==> src/rtl/core/rrq_pkg.sv <==
`timescale 1ns / 1ps
package rrq_pkg;

  // Default sizes
  localparam int QUEUE_DEPTH_DEF    = 16;
  localparam int ID_WIDTH_DEF       = 8;
  localparam int PRIORITY_WIDTH_DEF = 8;

  // Fixed field widths
  localparam int OP_WIDTH     = 3;
  localparam int STATUS_WIDTH = 2;

  // Operation codes
  typedef enum logic [OP_WIDTH-1:0] {
    OP_INSERT    = 3'd0,
    OP_POP       = 3'd1,
    OP_REMOVE    = 3'd2,
    OP_SUCCESSOR = 3'd3,
    OP_PEEK      = 3'd4,
    OP_CLEAR     = 3'd5
  } op_t;

  // Result status codes
  typedef enum logic [STATUS_WIDTH-1:0] {
    STATUS_OK        = 2'd0,
    STATUS_FULL      = 2'd1,
    STATUS_EMPTY     = 2'd2,
    STATUS_NOT_FOUND = 2'd3
  } status_t;

  // Command broadcast to every cell of the chain
  typedef struct packed {
    logic load;    // write the new entry into the slot at the tail
    logic rotate;  // every slot takes its neighbor, the tail slot takes the head
  } cell_cmd_t;

endpackage

==> src/rtl/core/rrq_req_if.sv <==
`timescale 1ns / 1ps
interface rrq_req_if
  import rrq_pkg::*;
#(
  parameter int ID_WIDTH       = ID_WIDTH_DEF,
  parameter int PRIORITY_WIDTH = PRIORITY_WIDTH_DEF
);
  logic                      valid;
  logic                      ready;
  logic [OP_WIDTH-1:0]       operation;
  logic [ID_WIDTH-1:0]       task_id;
  logic [PRIORITY_WIDTH-1:0] task_priority;

  modport source (output valid, operation, task_id, task_priority, input ready);
  modport sink   (input valid, operation, task_id, task_priority, output ready);
endinterface

==> src/rtl/core/rrq_rsp_if.sv <==
`timescale 1ns / 1ps
interface rrq_rsp_if
  import rrq_pkg::*;
#(
  parameter int ID_WIDTH       = ID_WIDTH_DEF,
  parameter int PRIORITY_WIDTH = PRIORITY_WIDTH_DEF,
  parameter int COUNT_WIDTH    = $clog2(QUEUE_DEPTH_DEF + 1)
);
  logic                      valid;
  logic                      ready;
  logic [STATUS_WIDTH-1:0]   status;
  logic                      result_valid;
  logic [ID_WIDTH-1:0]       result_id;
  logic [PRIORITY_WIDTH-1:0] result_priority;
  logic [COUNT_WIDTH-1:0]    entry_count;
  logic                      is_empty;

  modport source (output valid, status, result_valid, result_id, result_priority,
                  entry_count, is_empty, input ready);
  modport sink   (input valid, status, result_valid, result_id, result_priority,
                  entry_count, is_empty, output ready);
endinterface

==> src/rtl/core/rrq_cell.sv <==
`timescale 1ns / 1ps
module rrq_cell
  import rrq_pkg::*;
#(
  parameter int SLOT           = 0,
  parameter int ID_WIDTH       = ID_WIDTH_DEF,
  parameter int PRIORITY_WIDTH = PRIORITY_WIDTH_DEF,
  parameter int COUNT_WIDTH    = $clog2(QUEUE_DEPTH_DEF + 1)
) (
  input  logic                      clk,
  input  cell_cmd_t                 cmd,
  input  logic [COUNT_WIDTH-1:0]    count,
  input  logic [ID_WIDTH-1:0]       new_id,
  input  logic [PRIORITY_WIDTH-1:0] new_priority,
  input  logic [ID_WIDTH-1:0]       nbr_id,
  input  logic [PRIORITY_WIDTH-1:0] nbr_priority,
  input  logic [ID_WIDTH-1:0]       head_id,
  input  logic [PRIORITY_WIDTH-1:0] head_priority,
  output logic [ID_WIDTH-1:0]       slot_id,
  output logic [PRIORITY_WIDTH-1:0] slot_priority
);

  logic is_tail_free;
  logic is_last;

  // Position of this slot relative to the current fill level
  assign is_tail_free = (count == COUNT_WIDTH'(SLOT));
  assign is_last      = (count == COUNT_WIDTH'(SLOT + 1));

  // Slot storage: load at the tail, or shift toward the head with wrap
  always_ff @(posedge clk) begin
    if (cmd.load && is_tail_free) begin
      slot_id       <= new_id;
      slot_priority <= new_priority;
    end else if (cmd.rotate) begin
      if (is_last) begin
        slot_id       <= head_id;
        slot_priority <= head_priority;
      end else begin
        slot_id       <= nbr_id;
        slot_priority <= nbr_priority;
      end
    end
  end

endmodule

==> src/rtl/core/round_robin_run_queue.sv <==
`timescale 1ns / 1ps
// Round-robin run queue of (task_id, task_priority) entries in arrival order.
// req channel: one operation per transfer (insert, pop, remove by id,
// successor of id, peek, clear). rsp channel: one result per operation with
// status, returned entry, entry count and empty flag after the operation.
// Entries sit in a chain of slot cells; slot 0 is the head. Insert, pop,
// peek and clear finish in the accept cycle: the result is registered and
// shows on rsp the next cycle. Remove and successor rotate the whole chain
// through the head comparator once, one slot per cycle; the result is
// registered after the pass over all entries (in the accept cycle when the
// queue is empty); a remove drops the matching entry during that pass.
// One operation is in flight at a time; req is ready again once the result
// register is free or being taken.
// A stalled rsp holds its result and keeps req from being accepted.
// Reset (synchronous, rst high) empties the queue and drops any pending
// result; slot contents are not cleared.
module round_robin_run_queue
  import rrq_pkg::*;
#(
  parameter int QUEUE_DEPTH    = QUEUE_DEPTH_DEF,
  parameter int ID_WIDTH       = ID_WIDTH_DEF,
  parameter int PRIORITY_WIDTH = PRIORITY_WIDTH_DEF
) (
  input logic clk,
  input logic rst,
  rrq_req_if.sink   req,
  rrq_rsp_if.source rsp
);

  localparam int CountWidth = $clog2(QUEUE_DEPTH + 1);

  typedef enum logic {
    S_IDLE,
    S_SCAN
  } state_t;

  state_t                    state;
  logic [CountWidth-1:0]     count;
  logic [CountWidth-1:0]     count_next;
  logic [CountWidth-1:0]     remaining;
  logic [ID_WIDTH-1:0]       key_id;
  logic                      scan_remove;
  logic                      found;
  logic                      res_valid;
  logic [ID_WIDTH-1:0]       res_id;
  logic [PRIORITY_WIDTH-1:0] res_priority;

  logic                      req_fire;
  logic                      head_hit;
  cell_cmd_t                 cmd;

  logic [ID_WIDTH-1:0]       ids  [QUEUE_DEPTH];
  logic [PRIORITY_WIDTH-1:0] pris [QUEUE_DEPTH];

  assign req.ready = (state == S_IDLE) && (!rsp.valid || rsp.ready);
  assign req_fire  = req.valid && req.ready;
  assign head_hit  = (ids[0] == key_id);

  // Chain of slot cells; the last cell's neighbor wraps to the head
  for (genvar i = 0; i < QUEUE_DEPTH; i++) begin : g_cell
    logic [ID_WIDTH-1:0]       nbr_id;
    logic [PRIORITY_WIDTH-1:0] nbr_priority;

    if (i == QUEUE_DEPTH - 1) begin : g_wrap
      assign nbr_id       = ids[0];
      assign nbr_priority = pris[0];
    end else begin : g_link
      assign nbr_id       = ids[i+1];
      assign nbr_priority = pris[i+1];
    end

    rrq_cell #(
      .SLOT          (i),
      .ID_WIDTH      (ID_WIDTH),
      .PRIORITY_WIDTH(PRIORITY_WIDTH),
      .COUNT_WIDTH   (CountWidth)
    ) u_cell (
      .clk          (clk),
      .cmd          (cmd),
      .count        (count),
      .new_id       (req.task_id),
      .new_priority (req.task_priority),
      .nbr_id       (nbr_id),
      .nbr_priority (nbr_priority),
      .head_id      (ids[0]),
      .head_priority(pris[0]),
      .slot_id      (ids[i]),
      .slot_priority(pris[i])
    );
  end

  // Cell command and next fill level
  always_comb begin
    cmd        = '0;
    count_next = count;
    if (state == S_IDLE) begin
      if (req_fire) begin
        case (req.operation)
          OP_INSERT: begin
            if (count != CountWidth'(QUEUE_DEPTH)) begin
              cmd.load   = 1'b1;
              count_next = count + CountWidth'(1);
            end
          end
          OP_POP: begin
            if (count != '0) begin
              cmd.rotate = 1'b1;
              count_next = count - CountWidth'(1);
            end
          end
          OP_CLEAR: count_next = '0;
          default: ;
        endcase
      end
    end else begin
      // Scan pass: rotate every cycle; a remove hit drops the head instead
      if (remaining != '0) begin
        cmd.rotate = 1'b1;
        if (!found && head_hit && scan_remove) begin
          count_next = count - CountWidth'(1);
        end
      end
    end
  end

  // Control state and registered result
  always_ff @(posedge clk) begin
    if (rst) begin
      state     <= S_IDLE;
      count     <= '0;
      rsp.valid <= 1'b0;
    end else begin
      count <= count_next;
      if (rsp.valid && rsp.ready) begin
        rsp.valid <= 1'b0;
      end
      case (state)
        S_IDLE: begin
          if (req_fire) begin
            rsp.status          <= STATUS_OK;
            rsp.result_valid    <= 1'b0;
            rsp.result_id       <= '0;
            rsp.result_priority <= '0;
            rsp.entry_count     <= count_next;
            rsp.is_empty        <= (count_next == '0);
            rsp.valid           <= 1'b1;
            case (req.operation)
              OP_INSERT: begin
                if (count == CountWidth'(QUEUE_DEPTH)) begin
                  rsp.status <= STATUS_FULL;
                end
              end
              OP_POP, OP_PEEK: begin
                if (count == '0) begin
                  rsp.status <= STATUS_EMPTY;
                end else begin
                  rsp.result_valid    <= 1'b1;
                  rsp.result_id       <= ids[0];
                  rsp.result_priority <= pris[0];
                end
              end
              OP_REMOVE, OP_SUCCESSOR: begin
                if (count == '0) begin
                  rsp.status <= STATUS_EMPTY;
                end else begin
                  rsp.valid    <= 1'b0;
                  state        <= S_SCAN;
                  remaining    <= count;
                  key_id       <= req.task_id;
                  scan_remove  <= (req.operation == OP_REMOVE);
                  found        <= 1'b0;
                  res_valid    <= 1'b0;
                  res_id       <= '0;
                  res_priority <= '0;
                end
              end
              default: ;
            endcase
          end
        end
        S_SCAN: begin
          if (remaining == '0) begin
            // Chain is back in original order; report
            state               <= S_IDLE;
            rsp.valid           <= 1'b1;
            rsp.status          <= found ? STATUS_OK : STATUS_NOT_FOUND;
            rsp.result_valid    <= res_valid;
            rsp.result_id       <= res_id;
            rsp.result_priority <= res_priority;
            rsp.entry_count     <= count;
            rsp.is_empty        <= (count == '0);
          end else begin
            remaining <= remaining - CountWidth'(1);
            if (!found && head_hit) begin
              found <= 1'b1;
              // Successor sits next to the head in the ring
              if (!scan_remove && count != CountWidth'(1)) begin
                res_valid    <= 1'b1;
                res_id       <= ids[1];
                res_priority <= pris[1];
              end
            end
          end
        end
        default: state <= S_IDLE;
      endcase
    end
  end

endmodule
==> src/flat_wrapper.sv <==
// flat-port wrapper written by rule: the top's interface ports become plain ports
module round_robin_run_queue_flat import rrq_pkg::*;
#(
  parameter int QUEUE_DEPTH    = QUEUE_DEPTH_DEF,
  parameter int ID_WIDTH       = ID_WIDTH_DEF,
  parameter int PRIORITY_WIDTH = PRIORITY_WIDTH_DEF
)
  (clk, rst, req_valid, req_operation, req_task_id, req_task_priority, req_ready, rsp_valid, rsp_status, rsp_result_valid, rsp_result_id, rsp_result_priority, rsp_entry_count, rsp_is_empty, rsp_ready);
  rrq_req_if #(.ID_WIDTH(ID_WIDTH), .PRIORITY_WIDTH(PRIORITY_WIDTH)) req_i ();
  rrq_rsp_if #(.ID_WIDTH(ID_WIDTH), .PRIORITY_WIDTH(PRIORITY_WIDTH)) rsp_i ();
  input logic clk;
  input logic rst;
  input wire logic [$bits(req_i.valid)-1:0] req_valid;
  input wire logic [$bits(req_i.operation)-1:0] req_operation;
  input wire logic [$bits(req_i.task_id)-1:0] req_task_id;
  input wire logic [$bits(req_i.task_priority)-1:0] req_task_priority;
  output wire logic [$bits(req_i.ready)-1:0] req_ready;
  output wire logic [$bits(rsp_i.valid)-1:0] rsp_valid;
  output wire logic [$bits(rsp_i.status)-1:0] rsp_status;
  output wire logic [$bits(rsp_i.result_valid)-1:0] rsp_result_valid;
  output wire logic [$bits(rsp_i.result_id)-1:0] rsp_result_id;
  output wire logic [$bits(rsp_i.result_priority)-1:0] rsp_result_priority;
  output wire logic [$bits(rsp_i.entry_count)-1:0] rsp_entry_count;
  output wire logic [$bits(rsp_i.is_empty)-1:0] rsp_is_empty;
  input wire logic [$bits(rsp_i.ready)-1:0] rsp_ready;
  assign req_i.valid = req_valid;
  assign req_i.operation = req_operation;
  assign req_i.task_id = req_task_id;
  assign req_i.task_priority = req_task_priority;
  assign req_ready = req_i.ready;
  assign rsp_valid = rsp_i.valid;
  assign rsp_status = rsp_i.status;
  assign rsp_result_valid = rsp_i.result_valid;
  assign rsp_result_id = rsp_i.result_id;
  assign rsp_result_priority = rsp_i.result_priority;
  assign rsp_entry_count = rsp_i.entry_count;
  assign rsp_is_empty = rsp_i.is_empty;
  assign rsp_i.ready = rsp_ready;
  round_robin_run_queue #(.QUEUE_DEPTH(QUEUE_DEPTH), .ID_WIDTH(ID_WIDTH), .PRIORITY_WIDTH(PRIORITY_WIDTH)) u_core (.clk(clk), .rst(rst), .req(req_i), .rsp(rsp_i));
endmodule
==> config.mk <==
export PLATFORM = sky130hd
export DESIGN_NAME = round_robin_run_queue_flat
export DESIGN_NICKNAME = d
export VERILOG_FILES = /design/src/rtl/core/rrq_pkg.sv /design/src/rtl/core/rrq_req_if.sv /design/src/rtl/core/rrq_rsp_if.sv /design/src/rtl/core/rrq_cell.sv /design/src/rtl/core/round_robin_run_queue.sv /design/src/flat_wrapper.sv
export SDC_FILE = /design/constraint.sdc
export NUM_CORES = 1
export LEC_CHECK = 0
export ABC_CLOCK_PERIOD_IN_PS = 10500
export BUFFER_PORTS_ARGS = -buffer_cell sky130_fd_sc_hd__buf_2
export CELL_PAD_IN_SITES_DETAIL_PLACEMENT = 2
export CELL_PAD_IN_SITES_GLOBAL_PLACEMENT = 2
export CORE_UTILIZATION = 35
export DETAILED_ROUTE_END_ITERATION = 16
export PLACE_DENSITY = 0.72
export RECOVER_POWER = 50
export SLEW_MARGIN = 30
export SYNTH_ARGS = -nofsm -noshare
export SYNTH_HDL_FRONTEND = slang
export SYNTH_SLANG_ARGS = --single-unit
==> constraint.sdc <==
create_clock -name clk -period 10.5 [get_ports clk]
set_clock_uncertainty 0.2 [all_clocks]
set_input_delay 2.1 -clock clk [delete_from_list [all_inputs] [get_ports clk]]
set_output_delay 2.1 -clock clk [all_outputs]
set_load 0.05 [all_outputs]
# Word-level counts from Yosys, hierarchy flattened
# Index checks and enable logic that the tools add are counted.
# W data, S select, Z words.
dict set report classes {
  n_addsub 3
  n_eq_ne 32
  mux 173
  bitwise 3
  n_reduce_logical 57
}
# op n
set ops {}
lappend ops {{$mux W8} 111}
lappend ops {{$pmux W8 S2} 4}
lappend ops {{$mux W5} 12}
lappend ops {{$eq A5 B4 Y1 const B} 8}
lappend ops {{$reduce_bool A2 Y1} 16}
lappend ops {{$mux W1} 30}
lappend ops {{$logic_and A1 B1 Y1} 22}
lappend ops {{$eq A5 B3 Y1 const B} 4}
lappend ops {{$pmux W5 S2} 2}
lappend ops {{$logic_not A5 Y1} 3}
lappend ops {{$pmux W5 S3} 1}
lappend ops {{$ne A2 B2 Y1 const B} 6}
lappend ops {{$pmux W1 S2} 6}
lappend ops {{$eq A5 B2 Y1 const B} 2}
lappend ops {{$mux W2} 5}
lappend ops {{$reduce_and A5 Y1} 2}
lappend ops {{$reduce_bool A5 Y1} 2}
lappend ops {{$sub A5 B1 Y5 const B} 2}
lappend ops {{$eq A8 B8 Y1} 1}
lappend ops {{$pmux W2 S2} 2}
lappend ops {{$reduce_and A7 Y1} 1}
lappend ops {{$eq A3 B2 Y1 const B} 2}
lappend ops {{$eq A3 B3 Y1 const B} 2}
lappend ops {{$reduce_and A6 Y1} 1}
lappend ops {{other kinds (15)} 21}
dict set report word_totals {
  regBits 320
  in_bits 23
  output_inout_bits 27
  wordCells 316
}

# Longest topological paths before layout
# Gate-level depths: netlist of the first run.
dict set report logic_depth {
  ltp_word 9
  mapped_depth 12
  mapped_depth_nobuf 8
}

# Modules after synthesis
# Synthesis of the first run repeated with hierarchy kept, for this count alone.
dict set report hier_totals {
  hier_cells 1767
  hier_area_um2 18674.2
}
# module n_inst cells_each area_per_inst_um2
set by_module_without_submodules {}
lappend by_module_without_submodules {round_robin_run_queue 1 246 3061.7}
lappend by_module_without_submodules {{rrq_cell at u_core.g_cell[10].u_cell ...} 3 94 964.7}
lappend by_module_without_submodules {{rrq_cell at u_core.g_cell[2].u_cell ...} 3 94 930.9}
lappend by_module_without_submodules {{rrq_cell at u_core.g_cell[5].u_cell ...} 2 96 1034.7}
lappend by_module_without_submodules {{rrq_cell at u_core.g_cell[13].u_cell} 1 95 1048.5}
lappend by_module_without_submodules {{rrq_cell at u_core.g_cell[1].u_cell} 1 96 1032.2}
lappend by_module_without_submodules {{rrq_cell at u_core.g_cell[11].u_cell} 1 97 987.2}
lappend by_module_without_submodules {{rrq_cell at u_core.g_cell[3].u_cell} 1 96 987.2}
lappend by_module_without_submodules {{rrq_cell at u_core.g_cell[14].u_cell} 1 94 960.9}
lappend by_module_without_submodules {{rrq_cell at u_core.g_cell[15].u_cell} 1 96 958.4}
lappend by_module_without_submodules {{rrq_cell at u_core.g_cell[7].u_cell} 1 97 955.9}
lappend by_module_without_submodules {{rrq_cell at u_core.g_cell[0].u_cell} 1 94 925.9}

# Worst setup path before layout of the first run
# OpenSTA, ideal clock, no wires.
dict set report synth_timing {
  path_type {in2reg}
  from {input req_operation[1]}
  to {register u_core.g_cell[0].u_cell.slot_id[0] (enable)}
  setup_time_ps 411
  arrival_ps 4527
  required_ps 9889
  slack_ps 5362
  cell_stages 6
  path_buffers 3
  cell_sequence {buf_2 -> or4b_4 -> buf_6 -> o21a_1 -> buf_2 -> o21ai_0}
}
dict set report synth_via {
  elab_chain_cells 7
  word_cells_on_any_way 11
  cone_classes {2 x eq/ne; 5 x mux; 4 x reduce/logical}
}
# element line_no
set synth_lines {}
lappend synth_lines {{start, declared} flat_wrapper.sv:14} ;# input wire logic [$bits(req_i.operation)-1:0] req_operation;
lappend synth_lines {{$logic_not A3 Y1} round_robin_run_queue.sv:98} ;# case (req.operation)
lappend synth_lines {{$mux W1} round_robin_run_queue.sv:98}
lappend synth_lines {{$mux W2 (*)} round_robin_run_queue.sv:97} ;# if (req_fire) begin
lappend synth_lines {{$mux W1} round_robin_run_queue.sv:96} ;# if (state == S_IDLE) begin
lappend synth_lines {{$logic_and A1 B1 Y1} rrq_cell.sv:32} ;# if (cmd.load && is_tail_free) begin
lappend synth_lines {{$ne A2 B1 Y1 (no source line) / $reduce_bool A2 Y1 (equally long branches)} --}
lappend synth_lines {{$reduce_and A2 Y1 (no source line) (*)} --}
lappend synth_lines {{end signal, assigned} rrq_cell.sv:33} ;# slot_id <= new_id;
lappend synth_lines {{end signal, assigned} rrq_cell.sv:37} ;# slot_id <= head_id;
lappend synth_lines {{end signal, assigned} rrq_cell.sv:40} ;# slot_id <= nbr_id;
lappend synth_lines {{end, declared} rrq_cell.sv:19} ;# output logic [ID_WIDTH-1:0] slot_id,
# Every way passes the cells marked *; elsewhere a longest branch is shown, timed or not.
# A chain may end at the register's enable or synchronous reset.

# Final worst setup path of the first run
dict set report layout_timing {
  from {input req_operation[1]}
  to {register u_core.g_cell[14].u_cell.slot_id[6] (enable)}
}
dict set report layout_via {
  elab_chain_cells 6
  word_cells_on_any_way 9
  cone_classes {1 x eq/ne; 5 x mux; 3 x reduce/logical}
}
# element line_no
set layout_lines {}
lappend layout_lines {{$logic_not A3 Y1} round_robin_run_queue.sv:98}
lappend layout_lines {{$mux W1} round_robin_run_queue.sv:98}
lappend layout_lines {{$mux W2 (*)} round_robin_run_queue.sv:97}
lappend layout_lines {{$mux W1} round_robin_run_queue.sv:96}
lappend layout_lines {{$logic_and A1 B1 Y1} rrq_cell.sv:32}
lappend layout_lines {{$reduce_bool A2 Y1 (no source line) (*)} --}
lappend layout_lines {{end signal, assigned} rrq_cell.sv:33}
lappend layout_lines {{end signal, assigned} rrq_cell.sv:37}
lappend layout_lines {{end signal, assigned} rrq_cell.sv:40}
lappend layout_lines {{end, declared} rrq_cell.sv:19}
# Marked as above.

==> run_results.csv, run 1 <==
group,metric,value,unit
placement,io_buffers,49,
global_route,first_global_vias,11740,
critical_path,crit_family,"simple AND/OR/NAND/NOR gates",
synth,ys_seq_area_frac,0.5916,
routing,vias,10920,
placement,place.gp.congestion,0.7598,
global_route,antenna_found_initial,1,
clocking,cts_resized,0,
clocking,htreeDepth,2,
synth,ys_top_cells_by_count,"313 x edfxtp_1, 226 x mux2i_1, 185 x nand2_1",
clocking,holdBufCountCts,0,
critical_path,critPathLaunchType,"primary input",
finish,nFillCells,4695,
floorplan,initial_core_util,0.3553,
finish,fin_nets,1385,
timing,holdWs,0.3284,ns
synth,synth.top_cell.area_share,0.5830,
synth,syn_area,16120,um^2
timing,maxSlewViolCount,129,
outcome,status,"finished with violations",
floorplan,design.core.area,45380,um^2
clocking,cts.sinks,320,
synth,avgSynthCellArea,11.67,um^2
timing,period_share,0.5756,
critical_path,r2r_cells,6,
worst_hold_path,min-delay-start,"u_core.res_valid",
finish,design_area,17850,um^2
clocking,cts-root-buf,"clkbuf_16",
placement,placed_area,16770,um^2
timing,final_hold_viol_count,0,
timing,tns,0,ns
power,leakage,5.692,nW
synth,synth-seq-cells,320,
routing,wl,51240,um
timing,fin_ws,4.456,ns
global_route,grt_max_degree,59,
finish,drive_gt1_frac,0.09262,
critical_path,worstPathRequired,10.48,ns
timing,rsz0062_at_grt,"no",
synth,ys_async_sr_fraction,0,
critical_path,slowest_delay,1.21,ns
critical_path,path_cells,"clkbuf_1 -> nor3_1 -> nand2_1 -> nor2_1 -> clkbuf_1 -> nand3_1 -> nand2_1",
timing,slew_headroom,-0.3491,
routing,vias_per_cell,5.504,
floorplan,die_w,216.6,um
routing,drtPass1Iterations,5,
routing,drt_iter0_markers,599,
power,p_per_area,153.8,nW/um^2
placement,place_inst,1912,
finish,area_delta_synth_final,10.70,%
critical_path,r2r-end,"u_core.g_cell[14].u_cell.slot_id[6]",
worst_hold_path,min_to,"u_core.rsp.result_valid",
finish,final_cells,1983,
job,cap_violations,4,
clocking,cts_tree,"yes",
global_route,grt_pass1_wl,75300,um
synth,yosys.area.top_type,"edfxtp_1",
synth,yosysUniqueCellTypes,48,
power,irDropWorstVdd,111.8,uV
placement,dp_hpwl,33080,um
worst_hold_path,hold_class,"reg2reg",
floorplan,io_pins,50,
critical_path,slowest_stage,"nand3_1",
critical_path,crit_arrival,6.02,ns
global_route,grt_usage,0.2183,
synth,synth_edf_count,313,
synth,synth_area_leaders,"edfxtp_1 58%, mux2i_1 14%, o21ai_0 5.2%",
finish,final_util,0.3933,
synth,syn_nets,1412,
critical_path,worstReg2RegStart,"u_core.state",
synth,yosysWarnings,0,
global_route,overflow,0,
clocking,clock_path_buffers,3,
synth,syn_inst,1382,
placement,preCtsSetupSlack,4.998,ns
routing,antenna_left,0,
synth,ys.flop_type,"edfxtp_1",
power,power,2.745,mW
timing,max_freq,0.1655,GHz
worst_hold_path,hold_depth,1,
timing,fin_crit,6.044,ns
clocking,insertion_delay,0.56,ns
floorplan,die_h,216.6,um
critical_path,path_max_fanout,33,
timing,setup_viol,0,
clocking,clkTransAtPathRegs,0.06,ns
critical_path,path_buf_inv,2,
timing,worstMarginPinSlew,2.021,ns
routing,post_drt_wl_per_cell,25.84,um
floorplan,rows,78,
critical_path,cp-end-kind,"register",
clocking,post_cts_buffers,0,
critical_path,regToRegSetupSlack,4.96,ns
critical_path,crit_type,"in2reg",
outcome,failed_checks,"max-capacitance violations, max-slew violations",
floorplan,die_area,46930,um^2
clocking,cts_buffers,38,
synth,synth.most_common_cell,"edfxtp_1",
critical_path,path_depth,7,
routing,drc,0,
==> registers in the layout, indices dropped and copies added (netlist names) <==
signal	cells
u_core.state	1
u_core.key_id	8
u_core.rsp.result_valid	1
u_core.g_cell.u_cell.slot_priority	128
u_core.res_valid	1
u_core.res_priority	8
u_core.found	1
u_core.remaining	5
u_core.rsp.result_priority	8
u_core.rsp.entry_count	5
u_core.g_cell.u_cell.slot_id	128
u_core.scan_remove	1
u_core.rsp.result_id	8
u_core.count	5
u_core.rsp.status	2
u_core.rsp.is_empty	1
u_core.res_id	8
u_core.rsp.valid	1
==> placed cells by master, fill, tap and decap left out, types with 17 or more instances in the layout <==
cell	n
clkbuf_1	49
mux2_2	33
a22o_1	17
o21ai_0	166
edfxtp_1	313
mux2i_1	226
and2_0	20
a21oi_1	76
nand2_1	185
clkbuf_16	38
nor2_1	82
==> metal layers <==
layer / up-vias / global-route usage / wire length (um)
met5: - / 0 / 13
met4: 2 / 0.06972 / 1297
met3: 78 / 0.03509 / 1977
met2: 214 / 0.3970 / 26580
met1: 5663 / 0.2615 / 21370
li1: 4958 / - / -
==> worst register-to-register path, cell delays in order, from the launching register on <==
cell	delay (ns)
dfxtp_1	0.99
nor2b_1	0.49
nand2_1	0.18
nor2_1	0.13
clkbuf_1	0.89
nand3_1	1.23
nand2_1	1.05
==> worst max-delay path by stage <==
| stage | slack, ns | startpoint | endpoint |
|---|---|---|---|
| CTS | 5.51 | rsp_ready | req_ready |
| finish | 4.46 | req_operation[1] | u_core.g_cell[14].u_cell.slot_id[6] |
| floorplan | 5.36 | req_operation[1] | u_core.g_cell[0].u_cell.slot_id[0] |
| detailed placement | 5.00 | req_operation[0] | u_core.g_cell[12].u_cell.slot_id[3] |
| global route | 4.22 | req_operation[1] | u_core.g_cell[14].u_cell.slot_id[6] |
| global placement | 5.14 | req_operation[0] | u_core.g_cell[14].u_cell.slot_priority[6] |
==> layout make-up <==
type,count,area (um^2),area share
tap,600,750.7,0.04206
timing repair buffer,71,417.9,0.02341
inverter,7,26.28,0.001472
antenna,1,2.502,0.0001402
multi-input combinational,917,5968,0.3344
sequential,320,9539,0.5345
clock buffer,48,988.4,0.05538
clock inverter,19,155.1,0.008693
==> logic make-up after synthesis <==
logic type / share of synthesized area
adders and majority gates: 0.005432
DFF: 0.5916
buffers and inverters: 0.03741
and+or+nand+nor: 0.09887
muxes: 0.1634
AOI/OAI and AO/OA: 0.09460
xor gates and xnor gates: 0.008691
==> where the power goes <==
part	switching [mW]	internal, mW
sequential	0.00853	1.39
combinational	0.0709	0.0158
clock	0.539	0.717
Power figures use the tool's default switching activity.
==> run 2: changes to the inputs <==
ABC_CLOCK_PERIOD_IN_PS = 5900   (was 10500)
clock period = 5.9 ns   (was 10.5 ns; I/O delays follow)
==> run 2 against run 1 <==
  * The run still ends with max-capacitance violations, max-slew violations left
  * Die area unchanged
  * Via count increased by 1.9%
  * Critical path type is now reg2reg
  * Sequential share of layout area decreased by 0.17 points
  * Worst setup slack got worse by 3.3 ns
  * Count of clock-buffer cells in the layout rose by 1
  * Flip-flop and latch count did not move
  * Non-clock buffer count grew 14
  * Register-to-register slack worse by 3.8 ns
==> run_results.csv, run 2 (synthesis gave the netlist of run 1 again) <==
group,metric,value,unit
outcome,status,"finished with violations",
outcome,failed_checks,"max-capacitance violations, max-slew violations",
routing,post_drt_wl_per_cell,26.98,um
clocking,clock_path_buffers,3,
routing,vias,11120,
timing,setup_viol,0,
clocking,holdBufCountCts,0,
global_route,grt_max_degree,58,
finish,nFillCells,4703,
timing,period_share,0.8084,
critical_path,crit_type,"reg2reg",
timing,tns,0,ns
global_route,first_global_vias,11930,
global_route,grt_use_met2,0.4042,
worst_hold_path,hold_class,"reg2reg",
placement,place.gp.congestion,0.7990,
routing,antenna_left,0,
floorplan,design.core.area,45380,um^2
finish,largest_registers,"u_core.g_cell.u_cell.slot_id: 128 flops, u_core.g_cell.u_cell.slot_priority: 128 flops",
floorplan,initial_core_util,0.3553,
global_route,grt_usage,0.2303,
critical_path,worstPathRequired,5.95,ns
clocking,post_cts_buffers,0,
global_route,groute.layer.met3.usage,0.03242,
placement,io_buffers,49,
global_route,busiest_layer,"met2",
timing,slew_headroom,-0.5996,
placement,dp_hpwl,33490,um
critical_path,critPathLaunchType,"register",
critical_path,crit_arrival,4.82,ns
clocking,cts-root-buf,"clkbuf_16",
placement,preCtsSetupSlack,1.445,ns
floorplan,die_h,216.6,um
finish,drive_gt1_frac,0.09182,
routing,wl,53860,um
routing,drc,0,
timing,worstMarginPinSlew,2.399,ns
floorplan,die_area,46930,um^2
power,irDropWorstVdd,170.8,uV
timing,fin_crit,4.770,ns
critical_path,cp-end-kind,"register",
job,cap_violations,9,
finish,area_delta_synth_final,11.05,%
clocking,insertion_delay,0.56,ns
timing,final_hold_viol_count,0,
critical_path,path_max_fanout,17,
timing,maxSlewViolCount,184,
timing,fin_ws,1.130,ns
power,p_per_area,273.4,nW/um^2
timing,holdWs,0.3290,ns
clocking,cts.sinks,320,
timing,rsz0062_at_grt,"no",
clocking,cts_resized,0,
finish,layout_common_cells,"313 x edfxtp_1, 226 x mux2i_1, 185 x nand2_1",
global_route,antenna_found_initial,3,
global_route,grt_pass1_wl,78960,um
power,leakage,5.710,nW
floorplan,die_w,216.6,um
routing,drtPass1Iterations,6,
clocking,cts_tree,"yes",
floorplan,io_pins,50,
clocking,htreeDepth,2,
finish,fin_nets,1399,
clocking,clkTransAtPathRegs,0.06,ns
floorplan,rows,78,
global_route,overflow,0,
clocking,cts_buffers,38,
routing,vias_per_cell,5.572,
routing,drt_iter0_markers,817,
timing,max_freq,0.2097,GHz
finish,final_common_cell,"edfxtp_1",
global_route,gr-usage-met1,0.2887,
## run 2: layout make-up
type	instances	area (um^2)	area share
Clock buffer	49	1013	0.05660
Sequential cell	320	9539	0.5328
Timing Repair Buffer	85	473.0	0.02642
Antenna cell	2	5.005	0.0002795
Inverter	7	26.28	0.001468
Clock inverter	16	127.6	0.007128
Tap cell	600	750.7	0.04193
Multi-Input combinational cell	917	5969	0.3334
## run 2: path summary, 6_finish.rpt
check	startpoint	endpoint	slack [ns]	cells after the start
max	u_core.count[0]	u_core.g_cell[0].u_cell.slot_id[5]	1.13	6
min	u_core.res_valid	u_core.rsp.result_valid	0.33	1
max reg2reg	u_core.count[0]	u_core.g_cell[0].u_cell.slot_id[5]	1.13	6
min reg2reg	u_core.res_valid	u_core.rsp.result_valid	0.33	1
## run 2: stage by stage
step,utilization,std cells,total power [mW],cell area (um^2)
floorplan,-,1382,2.615,16120
global placement,0.3700,1922,2.703,16790
detailed placement,0.3707,1925,2.708,16820
CTS,0.3959,1990,4.928,17970
global route,0.3944,1994,5.000,17900
finish,0.3945,1996,4.894,17900
## run 2: critical path, stage by stage (launching register included)
cell and delay, ns:
dfxtp_1 0.44, inv_1 0.18, ha_1 0.43, nor4b_1 1.34, nand2_1 0.93, o21ai_1 0.60, buf_4 0.33
## run 2: layer usage
| layer | vias up | wire length (um) |
|---|---|---|
| li1 | 4978 | - |
| met1 | 5766 | 22660 |
| met2 | 280 | 27080 |
| met3 | 97 | 2582 |
| met4 | 0 | 1540 |
| met5 | - | 0 |
## run 2: where the power goes
| part | internal, mW | switching, mW | total [mW] |
|---|---|---|---|
| clock network | 1.29 | 0.941 | 2.23 |
| registers | 2.48 | 0.00926 | 2.49 |
| logic | 0.0301 | 0.140 | 0.170 |
| total | 3.80 | 1.09 | 4.89 |
